[src/rtl/dtts_pkg.sv]
package dtts_pkg;

  // timer spans (counts per compare period), each in 256 .. 65536
  localparam int unsigned WIDE_TIMER_SPAN     = 65536;
  localparam int unsigned NONBLOCK_TIMER_SPAN = 65536;

  // datapath widths
  localparam int unsigned DELAY_W = 32;
  localparam int unsigned TICKS_W = 27;   // delay * 16 / 1024, rounded, fits 27 bits
  localparam int unsigned SPAN_W  = 17;   // holds a span up to 65536
  localparam int unsigned QUOT_W  = 19;   // ticks / span with span at least 256
  localparam int unsigned RECIP_W = 29;   // reciprocal below 2^28 + 1
  localparam int unsigned CYCLE_W = 11;
  localparam int unsigned CMP_W   = 16;

  // 8-bit timer takes blocking delays below this
  localparam logic [DELAY_W-1:0] SHORT_DELAY_LIMIT = 32'd16384;

  // span constants
  localparam logic [SPAN_W-1:0] WIDE_SPAN = SPAN_W'(WIDE_TIMER_SPAN);
  localparam logic [SPAN_W-1:0] NB_SPAN   = SPAN_W'(NONBLOCK_TIMER_SPAN);

  // exact reciprocal for division by each span: q = (ticks * recip) >> shift
  localparam int unsigned WIDE_SHIFT = TICKS_W + $clog2(WIDE_TIMER_SPAN);
  localparam int unsigned NB_SHIFT   = TICKS_W + $clog2(NONBLOCK_TIMER_SPAN);
  localparam logic [63:0] WIDE_RECIP_64 =
    ((64'd1 << WIDE_SHIFT) + 64'(WIDE_TIMER_SPAN) - 64'd1) / 64'(WIDE_TIMER_SPAN);
  localparam logic [63:0] NB_RECIP_64 =
    ((64'd1 << NB_SHIFT) + 64'(NONBLOCK_TIMER_SPAN) - 64'd1) / 64'(NONBLOCK_TIMER_SPAN);
  localparam logic [RECIP_W-1:0] WIDE_RECIP = WIDE_RECIP_64[RECIP_W-1:0];
  localparam logic [RECIP_W-1:0] NB_RECIP   = NB_RECIP_64[RECIP_W-1:0];

  typedef enum logic {
    CMD_BLOCKING = 1'b0,
    CMD_NONBLOCK = 1'b1
  } cmd_e;

  typedef enum logic [1:0] {
    TIMER_8BIT     = 2'd0,
    TIMER_16BIT    = 2'd1,
    TIMER_NONBLOCK = 2'd2
  } timer_e;

  typedef enum logic [2:0] {
    PRESC_DIV1    = 3'd0,
    PRESC_DIV8    = 3'd1,
    PRESC_DIV64   = 3'd2,
    PRESC_DIV256  = 3'd3,
    PRESC_DIV1024 = 3'd4
  } prescale_e;

  typedef struct packed {
    logic                command;
    logic [DELAY_W-1:0]  delay_us;
  } req_t;

  typedef struct packed {
    logic [1:0]          timer_id;
    logic [2:0]          prescale_code;
    logic [CYCLE_W-1:0]  cycle_count;
    logic [CMP_W-1:0]    compare_value;
    logic                partial_flag;
    logic [CMP_W-1:0]    partial_compare;
  } rsp_t;

  // timer choice, prescaler and tick count of one request
  typedef struct packed {
    timer_e              tid;
    prescale_e           pc;
    logic [TICKS_W-1:0]  ticks;
    logic                split;
  } sel_t;

  // log2 of the prescaler divide
  function automatic logic [3:0] prescale_shift(prescale_e pc);
    logic [3:0] sh;
    case (pc)
      PRESC_DIV1:    sh = 4'd0;
      PRESC_DIV8:    sh = 4'd3;
      PRESC_DIV64:   sh = 4'd6;
      PRESC_DIV256:  sh = 4'd8;
      PRESC_DIV1024: sh = 4'd10;
      default:       sh = 4'd0;
    endcase
    return sh;
  endfunction

  // span of the chosen 16-bit timer
  function automatic logic [SPAN_W-1:0] timer_span(timer_e tid);
    return (tid == TIMER_NONBLOCK) ? NB_SPAN : WIDE_SPAN;
  endfunction

endpackage

[src/rtl/dtts_select.sv]
module dtts_select (
  input  dtts_pkg::req_t req_i,
  output dtts_pkg::sel_t sel_o
);

  dtts_pkg::timer_e      tid;
  dtts_pkg::prescale_e   pc;
  logic [3:0]            sh;
  logic [10:0]           pow;
  logic [9:0]            rnd;
  logic [36:0]           sum;
  logic [dtts_pkg::TICKS_W-1:0] ticks;
  logic [dtts_pkg::DELAY_W-1:0] d;

  assign d = req_i.delay_us;

  // timer choice
  always_comb begin
    if (dtts_pkg::cmd_e'(req_i.command) == dtts_pkg::CMD_NONBLOCK) begin
      tid = dtts_pkg::TIMER_NONBLOCK;
    end else if (d < dtts_pkg::SHORT_DELAY_LIMIT) begin
      tid = dtts_pkg::TIMER_8BIT;
    end else begin
      tid = dtts_pkg::TIMER_16BIT;
    end
  end

  // prescaler ladders, inclusive upper bounds
  always_comb begin
    if (tid == dtts_pkg::TIMER_8BIT) begin
      if (d <= 32'd16)        pc = dtts_pkg::PRESC_DIV1;
      else if (d <= 32'd128)  pc = dtts_pkg::PRESC_DIV8;
      else if (d <= 32'd1024) pc = dtts_pkg::PRESC_DIV64;
      else if (d <= 32'd4096) pc = dtts_pkg::PRESC_DIV256;
      else                    pc = dtts_pkg::PRESC_DIV1024;
    end else begin
      if (d <= 32'd4096)         pc = dtts_pkg::PRESC_DIV1;
      else if (d <= 32'd32768)   pc = dtts_pkg::PRESC_DIV8;
      else if (d <= 32'd262144)  pc = dtts_pkg::PRESC_DIV64;
      else if (d <= 32'd1048576) pc = dtts_pkg::PRESC_DIV256;
      else                       pc = dtts_pkg::PRESC_DIV1024;
    end
  end

  // ticks = delay * 16 / prescaler; 8-bit timer rounds up, others half away
  always_comb begin
    sh    = dtts_pkg::prescale_shift(pc);
    pow   = 11'd1 << sh;
    rnd   = (tid == dtts_pkg::TIMER_8BIT) ? 10'(pow - 11'd1) : pow[10:1];
    sum   = {1'b0, d, 4'b0000} + {27'd0, rnd};
    ticks = dtts_pkg::TICKS_W'(sum >> sh);
  end

  // long delays at div1024 split into full periods
  always_comb begin
    sel_o.tid   = tid;
    sel_o.pc    = pc;
    sel_o.ticks = ticks;
    sel_o.split = (tid != dtts_pkg::TIMER_8BIT) && (pc == dtts_pkg::PRESC_DIV1024) &&
                  (ticks > {{(dtts_pkg::TICKS_W - dtts_pkg::SPAN_W){1'b0}},
                            dtts_pkg::timer_span(tid)});
  end

endmodule

[src/rtl/delay_to_timer_settings_top.sv]
// Converts a delay request (blocking or non-blocking, delay in microseconds) into timer
// settings: timer, prescaler, compare value and, for long delays at div1024, a count of full
// compare periods plus an optional shorter final period. One request is accepted every clock
// cycle unless a finished result is stalled; each result passes through four register stages:
// input capture, timer and tick selection, reciprocal multiply for the period count, and the
// remainder multiply feeding the result register. A stalled result holds the whole pipeline.
// The timer spans are package constants and may be any value from 256 to 65536.
module delay_to_timer_settings_top (
  input  logic           clk_i,
  input  logic           rst_ni,
  input  logic           req_valid_i,
  output logic           req_stall_o,
  input  dtts_pkg::req_t req_i,
  output logic           rsp_valid_o,
  input  logic           rsp_stall_i,
  output dtts_pkg::rsp_t rsp_o
);

  localparam int unsigned PROD_W  = dtts_pkg::TICKS_W + dtts_pkg::RECIP_W;
  localparam int unsigned PROD2_W = dtts_pkg::QUOT_W + dtts_pkg::SPAN_W;

  logic                          adv;
  logic                          v1_q, v2_q, v3_q, vo_q;
  dtts_pkg::req_t                req_q;
  dtts_pkg::sel_t                sel_d, sel2_q, sel3_q;
  logic [dtts_pkg::RECIP_W-1:0]  recip;
  logic [PROD_W-1:0]             prod;
  logic [dtts_pkg::QUOT_W-1:0]   quot_d, quot_q;
  logic [dtts_pkg::SPAN_W-1:0]   span3;
  logic [PROD2_W-1:0]            prod2;
  logic [dtts_pkg::TICKS_W-1:0]  rem_full;
  logic [dtts_pkg::SPAN_W-1:0]   rem;
  dtts_pkg::rsp_t                rsp_d, rsp_q;

  // pipeline moves unless a finished result is held
  assign adv         = !(vo_q && rsp_stall_i);
  assign req_stall_o = !adv;
  assign rsp_valid_o = vo_q;
  assign rsp_o       = rsp_q;

  // valid bits
  always_ff @(posedge clk_i or negedge rst_ni) begin
    if (!rst_ni) begin
      v1_q <= 1'b0;
      v2_q <= 1'b0;
      v3_q <= 1'b0;
      vo_q <= 1'b0;
    end else if (adv) begin
      v1_q <= req_valid_i;
      v2_q <= v1_q;
      v3_q <= v2_q;
      vo_q <= v3_q;
    end
  end

  // timer, prescaler and ticks
  dtts_select u_select (
    .req_i (req_q),
    .sel_o (sel_d)
  );

  // period count via exact reciprocal of the span
  always_comb begin
    recip = (sel2_q.tid == dtts_pkg::TIMER_NONBLOCK) ? dtts_pkg::NB_RECIP :
                                                       dtts_pkg::WIDE_RECIP;
    prod  = {{dtts_pkg::RECIP_W{1'b0}}, sel2_q.ticks} *
            {{dtts_pkg::TICKS_W{1'b0}}, recip};
    if (sel2_q.tid == dtts_pkg::TIMER_NONBLOCK) begin
      quot_d = dtts_pkg::QUOT_W'(prod >> dtts_pkg::NB_SHIFT);
    end else begin
      quot_d = dtts_pkg::QUOT_W'(prod >> dtts_pkg::WIDE_SHIFT);
    end
  end

  // remainder and result fields
  always_comb begin
    span3    = dtts_pkg::timer_span(sel3_q.tid);
    prod2    = {{dtts_pkg::SPAN_W{1'b0}}, quot_q} * {{dtts_pkg::QUOT_W{1'b0}}, span3};
    rem_full = sel3_q.ticks - prod2[dtts_pkg::TICKS_W-1:0];
    rem      = rem_full[dtts_pkg::SPAN_W-1:0];

    rsp_d.timer_id        = sel3_q.tid;
    rsp_d.prescale_code   = sel3_q.pc;
    rsp_d.cycle_count     = dtts_pkg::CYCLE_W'(1);
    rsp_d.partial_flag    = 1'b0;
    rsp_d.partial_compare = '0;
    if (sel3_q.split) begin
      rsp_d.cycle_count   = quot_q[dtts_pkg::CYCLE_W-1:0];
      rsp_d.compare_value = dtts_pkg::CMP_W'(span3 - dtts_pkg::SPAN_W'(1));
      if (rem != '0) begin
        rsp_d.partial_flag    = 1'b1;
        rsp_d.partial_compare = dtts_pkg::CMP_W'(rem - dtts_pkg::SPAN_W'(1));
      end
    end else if (sel3_q.tid == dtts_pkg::TIMER_8BIT) begin
      // zero ticks wraps to 255
      rsp_d.compare_value = {8'd0, sel3_q.ticks[7:0] - 8'd1};
    end else begin
      rsp_d.compare_value = sel3_q.ticks[dtts_pkg::CMP_W-1:0] - dtts_pkg::CMP_W'(1);
    end
  end

  // payload registers
  always_ff @(posedge clk_i) begin
    if (adv) begin
      req_q  <= req_i;
      sel2_q <= sel_d;
      sel3_q <= sel2_q;
      quot_q <= quot_d;
      rsp_q  <= rsp_d;
    end
  end

`ifndef SYNTHESIS
  // a split only happens on a 16-bit timer at div1024
  assert property (@(posedge clk_i) disable iff (!rst_ni)
    (vo_q && rsp_q.partial_flag) |->
      (rsp_q.timer_id != dtts_pkg::TIMER_8BIT &&
       rsp_q.prescale_code == dtts_pkg::PRESC_DIV1024))
    else $error("partial period outside a div1024 16-bit split");

  // 8-bit timer results stay within the 8-bit counter and never split
  assert property (@(posedge clk_i) disable iff (!rst_ni)
    (vo_q && rsp_q.timer_id == dtts_pkg::TIMER_8BIT) |->
      (rsp_q.compare_value[15:8] == 8'd0 && rsp_q.cycle_count == dtts_pkg::CYCLE_W'(1)))
    else $error("8-bit timer result out of range");

  // remainder of the span division is below the span
  assert property (@(posedge clk_i) disable iff (!rst_ni)
    (v3_q && sel3_q.split) |->
      (rem < span3 && rem_full[dtts_pkg::TICKS_W-1:dtts_pkg::SPAN_W] == '0))
    else $error("span division remainder out of range");

  // an accepted transaction reaches the first stage
  assert property (@(posedge clk_i) disable iff (!rst_ni)
    (req_valid_i && !req_stall_o) |=> v1_q)
    else $error("accepted transaction lost at input stage");
`endif

endmodule

[config.mk]
export PLATFORM = sky130hd
export DESIGN_NAME = delay_to_timer_settings_top
export DESIGN_NICKNAME = d
export VERILOG_FILES = /design/src/rtl/dtts_pkg.sv /design/src/rtl/dtts_select.sv /design/src/rtl/delay_to_timer_settings_top.sv
export SDC_FILE = /design/constraint.sdc
export NUM_CORES = 1
export LEC_CHECK = 0
export ABC_AREA = 1
export ABC_CLOCK_PERIOD_IN_PS = 7010
export BUFFER_PORTS_ARGS = -buffer_cell sky130_fd_sc_hd__clkbuf_2
export CAP_MARGIN = 20
export CORE_MARGIN = 1
export CORE_UTILIZATION = 33
export CTS_CLUSTER_SIZE = 20
export DETAILED_ROUTE_END_ITERATION = 6
export REMOVE_ABC_BUFFERS = 1
export SLEW_MARGIN = 10
export SYNTH_ARGS = -nofsm -noshare
export SYNTH_HDL_FRONTEND = slang
export SYNTH_SLANG_ARGS = --single-unit
[constraint.sdc]
create_clock -name clk_i -period 7.01 [get_ports clk_i]
set_clock_uncertainty 0.05 [all_clocks]
set_input_delay 0.701 -clock clk_i [delete_from_list [all_inputs] [get_ports clk_i]]
set_output_delay 0.701 -clock clk_i [all_outputs]
set_load 0.01 [all_outputs]
# Word level (Yosys, flattened, before mapping)
# Cells that the tools add are included.
totals:
  ff_bits: 153
  latchBits: 0
  ramBits: 0
  mem_bits_ro: 0
  inputBits: 37
  output_inout_bits: 51
  mem_count: 0
op_classes:
  add_sub_neg: 6
  mul: 0
  div: 0
  n_lt_le_gt_ge: 9
  n_eq_ne: 4
  n_shift: 2
  n_mux: 15
  n_bitwise: 0
  reduce_logical: 8
ops:
  columns: ["op", "n"]
  rows:
  - ["36-bit by 10-bit adder with 37-bit output", 1]
  - ["37-bit by 4-bit right shift with 27-bit output", 1]
  - ["32-bit by 11-bit less-or-equal comparator with 1-bit output, second input constant", 1]
  - ["32-bit by 13-bit less-or-equal comparator with 1-bit output, second input constant", 1]
  - ["32-bit by 16-bit less-or-equal comparator with 1-bit output, second input constant", 1]
  - ["32-bit by 19-bit less-or-equal comparator with 1-bit output, second input constant", 1]
  - ["32-bit by 21-bit less-or-equal comparator with 1-bit output, second input constant", 1]
  - ["32-bit by 5-bit less-or-equal comparator with 1-bit output, second input constant", 1]
  - ["32-bit by 8-bit less-or-equal comparator with 1-bit output, second input constant", 1]
  - ["32-bit by 15-bit < comparator with 1-bit output, second input constant", 1]
  - ["16-bit by 1-bit subtractor with 16-bit output, second input constant", 2]
  - ["27-bit by 17-bit greater-than comparator with 1-bit output, second input constant", 1]
  - ["3-bit two-way mux", 9]
  - ["17-bit two-way mux", 1]
  - ["17-bit nonzero test", 1]
  - ["17-bit subtractor", 1]
  - ["16-bit two-way mux", 1]
  - ["4-bit one-hot mux with 4 select lines", 1]
  - ["1-bit by 4-bit << shifter with 11-bit output, first input constant", 1]
  - ["10-bit two-way mux", 1]
  - ["10-bit by 1-bit subtractor with 10-bit output, second input constant", 1]
  - ["8-bit by 1-bit subtractor with 8-bit output, second input constant", 1]
  - ["3-bit by 2-bit equality test with 1-bit output, second input constant", 2]
  - ["2-bit logical NOT", 2]
  - ["other kinds (7)", 9]

# Depth between registers and ports, before layout
logic_depth:
  depth_word: 15
  mapped_depth: 41

# Modules after synthesis
# Synthesis repeated with hierarchy kept, for this count alone.
unflattened:
  cells_unflattened: 895
  hier_area_um2: 8164.1
by_module_without_submodules:
  columns: ["mod", "n_inst", "cells_per_inst", "area_per_inst_um2", "seq_area_each_um2"]
  rows:
  - ["delay_to_timer_settings_top", 1, 318, 5310.1, 4544.4]
  - ["dtts_select", 1, 577, 2854.0, 0.0]

# Worst setup path before layout
# OpenSTA, ideal clock, no wires.
synth_path:
  path_kind: "input port to output port"
  startpoint: "in rsp_stall_i"
  endpoint: "out req_stall_o"
  t_arrival_ns: 4.458
  t_required_ns: 6.259
  path_slack_ns: 1.801
  path_stages: 2
  path_cell_list: "nand2_1 > inv_1"
synth_via:
  elab_chain_len: 1
synth_rtl:
  columns: ["item", "line", "rtl"]
  rows:
  - ["start: declaration", "delay_to_timer_settings_top.sv:15", "input logic rsp_stall_i,"]
  - ["1-bit logical AND", "delay_to_timer_settings_top.sv:36", "assign adv = !(vo_q && rsp_stall_i);"]
  - ["end: declaration", "delay_to_timer_settings_top.sv:12", "output logic req_stall_o,"]
# Every way passes these cells.

==> reports/results.ini <==
[sta]
final_max_slew_viol_count = 0
tns_ns = 0
rsz0062_at_grt = false
setup_violations = 0
finalHoldViolations = 0
period_share_pct = 89.8
tightest_slew_ns = 1.03
slew_headroom_pct = 31.6
fmax_mhz = 159
period_needed_ns = 6.29

[placed_design]
dp_hpwl_mm = 12.2
dp_cells = 1215
gp_congestion = 0.861
numPortBuffers = 87

[cts]
cts_resized = 0
cts_tree = built
clk_pin_slew_worst_paths_ns = 0.07
cts_buffer_depth = 2
htreeDepth = 4
root_buffer = clkbuf_16
numCtsBuffers = 17
cts_sinks = 152
clk_latency_ns = 0.43

[setup_path]
critical_path_class = flop to flop
cp.arrival_ns = 6.41
setup.worst_path.start_class = flop
slowest_stage = edfxtp_1
crit_required_ns = 7.12
crit_fanout = 31
rr_worst_depth = 34
cp_slowest_stage_delay_ns = 0.44
regToRegSetupSlack_ns = 0.72
end_kind = flop
worstReg2RegEnd = sel2_q[0]$_DFFE_PN_
r2r_start = req_q[1]$_DFFE_PN_

[route]
drt_first_iter_violations = 317
ant_nets = 0
wl_per_cell_um = 13.3
wl_mm = 16.6
num_vias = 5721
dr.pass1.iters = 6
viasPerCell = 4.58
route.detailed.drc = 0

[power_and_ir_drop]
power_density_nw_per_um2 = 328
peakVddDrop_v = 0.000158
p_leak_nw = 3.87
finalPower_mw = 3.01

[floorplan]
die_y_um = 156
core_um2 = 22900
start_util_pct = 34.1
io_pins = 88
die_area_um2 = 24300
rows = 55
die_w_um = 156

[logic_synthesis]
syn-instance-count = 833
seq_area_frac_synth_pct = 58.1
yosys.cell_types.count = 44
ys_seq_elements = 152
synthesis.area_um2 = 7820
yosys_warnings = 0
avgSynthCellArea_um2 = 9.39

[worst_hold_path]
hold-path-endpoint = quot_q[2]$_DFFE_PN_
min-delay-start = sel2_q[19]$_DFFE_PN_
min_path_type = flop to flop
holdPathStages = 0

[global_routing]
antenna_found_initial = 0
grt_remaining_overflow = 0
grtUsageMet2_pct = 23.0
grt_max_degree = 88
met3_usage_pct = 2.94
grt_util_met1_pct = 19.0
grtUsageTotal_pct = 14.4
first_global_vias = 5278
grt_pass1_wl_mm = 26.8
busiest_layer = met2

[finish]
register_area_um2 = 4540
instances_no_fill = 1248
antenna_cells = 0
final_nets = 968
final_util_pct = 40.0
syn_to_final_growth_pct = 17.3
multi_input_area_um2 = 2840
fill_cells = 2259
drive_above_1_share_pct = 16.8

[run_status]
outcome = complete, no violations

[run]
maxCapViolCount = 0

worst max-delay path: cells and delay by family (launching register included):
family	cells	cell delay (ns)
and+or+nand+nor	26	4.02
adders and majority gates	2	0.56
DFF	1	0.44
AOI/OAI and AO/OA	2	0.41
buffers and inverters	3	0.38
xor gates and xnor gates	1	0.18
report_power, final:
group          internal (mW)  total, mW  switching, mW
registers               1.35       1.48          0.127
logic                  0.197      0.601          0.404
clock network          0.511      0.935          0.424
total                   2.06       3.01          0.954
per-layer routing:
layer / up-vias / routed length [µm]
met3: 22 / 795
li1: 2967 / -
met2: 156 / 7710
met1: 2576 / 7790
met5: - / 0
met4: 0 / 305
synthesized netlist by cell type:
master,instances,area [µm²]
o21bai_1,2,15.0
o21ai_2,1,8.76
inv_2,9,33.8
a21o_1,1,7.51
a21boi_0,1,7.51
inv_1,78,293
nand3b_1,1,7.51
or2_2,3,18.8
nand3_1,90,450
buf_4,2,15.0
nor2_2,7,43.8
and3_1,1,6.26
o21ai_1,4,20.0
xnor2_1,10,87.6
dfrtp_1,4,100
nor2_1,106,398
nand4_1,23,144
o21a_1,1,7.51
buf_6,3,33.8
xor2_1,26,228
buf_1,2,7.51
nand2_4,3,33.8
nor4_1,3,18.8
or2_1,3,18.8
nand2_1,224,841
and2_1,1,6.26
or3b_2,1,8.76
nor3_1,12,60.1
a31oi_1,2,12.5
o21ai_0,12,60.1
clkbuf_1,5,18.8
nor3_4,1,16.3
nor3b_1,1,7.51
a21oi_4,1,16.3
fa_1,1,20.0
nand2_2,5,31.3
buf_2,8,40.0
nor2_4,2,22.5
nand3_4,2,35.0
ha_1,8,100
conb_1,1,3.75
edfxtp_1,148,4440
a21oi_1,13,65.1
o211ai_1,1,7.51
flip-flops by register name, summed over array words and instances, names as in the netlist:
| name | count |
|---|---|
| rsp_valid_o | 1 |
| rsp_o | 49 |
| rsp_d | 5 |
| v3_q | 1 |
| sel3_q | 17 |
| quot_q | 11 |
| sel2_q | 33 |
| v1_q | 1 |
| v2_q | 1 |
| req_q | 33 |
through the flow:
stage / setup WS, ns / hold WS [ns] / instance area, µm²
floorplan: 1.80 / 0.350 / 7710
global placement: 0.701 / 0.351 / 8560
detailed placement: 0.681 / 0.355 / 8560
CTS: 0.674 / 0.370 / 9180
global route: 0.0511 / 0.376 / 9180
finish: 0.718 / 0.368 / 9180
cells in the final DEF (no fill, tap or decap), types with 3 or more instances in the layout:
| master | count |
|---|---|
| inv_2 | 9 |
| ha_1 | 8 |
| nand4_1 | 23 |
| clkinv_8 | 4 |
| o21ai_1 | 4 |
| edfxtp_1 | 148 |
| nor2_2 | 7 |
| or2_2 | 3 |
| nor3_1 | 12 |
| or2_1 | 3 |
| xor2_1 | 26 |
| nand2_1 | 223 |
| nand2_2 | 5 |
| a21oi_1 | 13 |
| clkbuf_2 | 87 |
| clkbuf_16 | 17 |
| inv_6 | 5 |
| inv_1 | 78 |
| xnor2_1 | 10 |
| nor2_1 | 106 |
| nor4_1 | 3 |
| nand3_1 | 90 |
| dfrtp_1 | 4 |
| o21ai_0 | 12 |
| nand2_4 | 4 |
repair_timing:
item	CTS	global route
hold endpoints to repair	4	0
hold buffers	1	0
setup buffers	0	0
setup endpoints to repair	0	0
layout make-up:
type	instances	area share, %
Tap cell	313	4.27
Clock buffer	17	4.64
Inverter	87	3.56
Timing Repair Buffer	90	5.02
Clock inverter	15	2.02
Multi-Input combinational cell	574	31.0
Sequential cell	152	49.5
logic make-up (layout without fill, tap and decap cells):
family / Yosys count / after routing / synth area share [%]
AOI/OAI and AO/OA: 39 / 39 / 2.91
xor gates and xnor gates: 36 / 36 / 4.03
adders and majority gates: 9 / 9 / 1.54
buffers and inverters: 107 / 209 / 5.65
DFF: 152 / 152 / 58.1
other: 1 / 1 / 0.0479
and+or+nand+nor: 489 / 489 / 27.7
worst max-delay path by stage:
stage                             startpoint  slack, ns             endpoint  depth (start not counted)
after floorplan                  rsp_stall_i       1.80          req_stall_o                          2
after global routing      req_q[1]$_DFFE_PN_       0.05  sel2_q[0]$_DFFE_PN_                         34
after detailed placement  req_q[1]$_DFFE_PN_       0.68  sel2_q[0]$_DFFE_PN_                         34
after global placement    req_q[1]$_DFFE_PN_       0.70  sel2_q[0]$_DFFE_PN_                         34
after CTS                 req_q[1]$_DFFE_PN_       0.67  sel2_q[0]$_DFFE_PN_                         34
final                     req_q[1]$_DFFE_PN_       0.72  sel2_q[0]$_DFFE_PN_                         34
(Power assumes the default switching activity.)
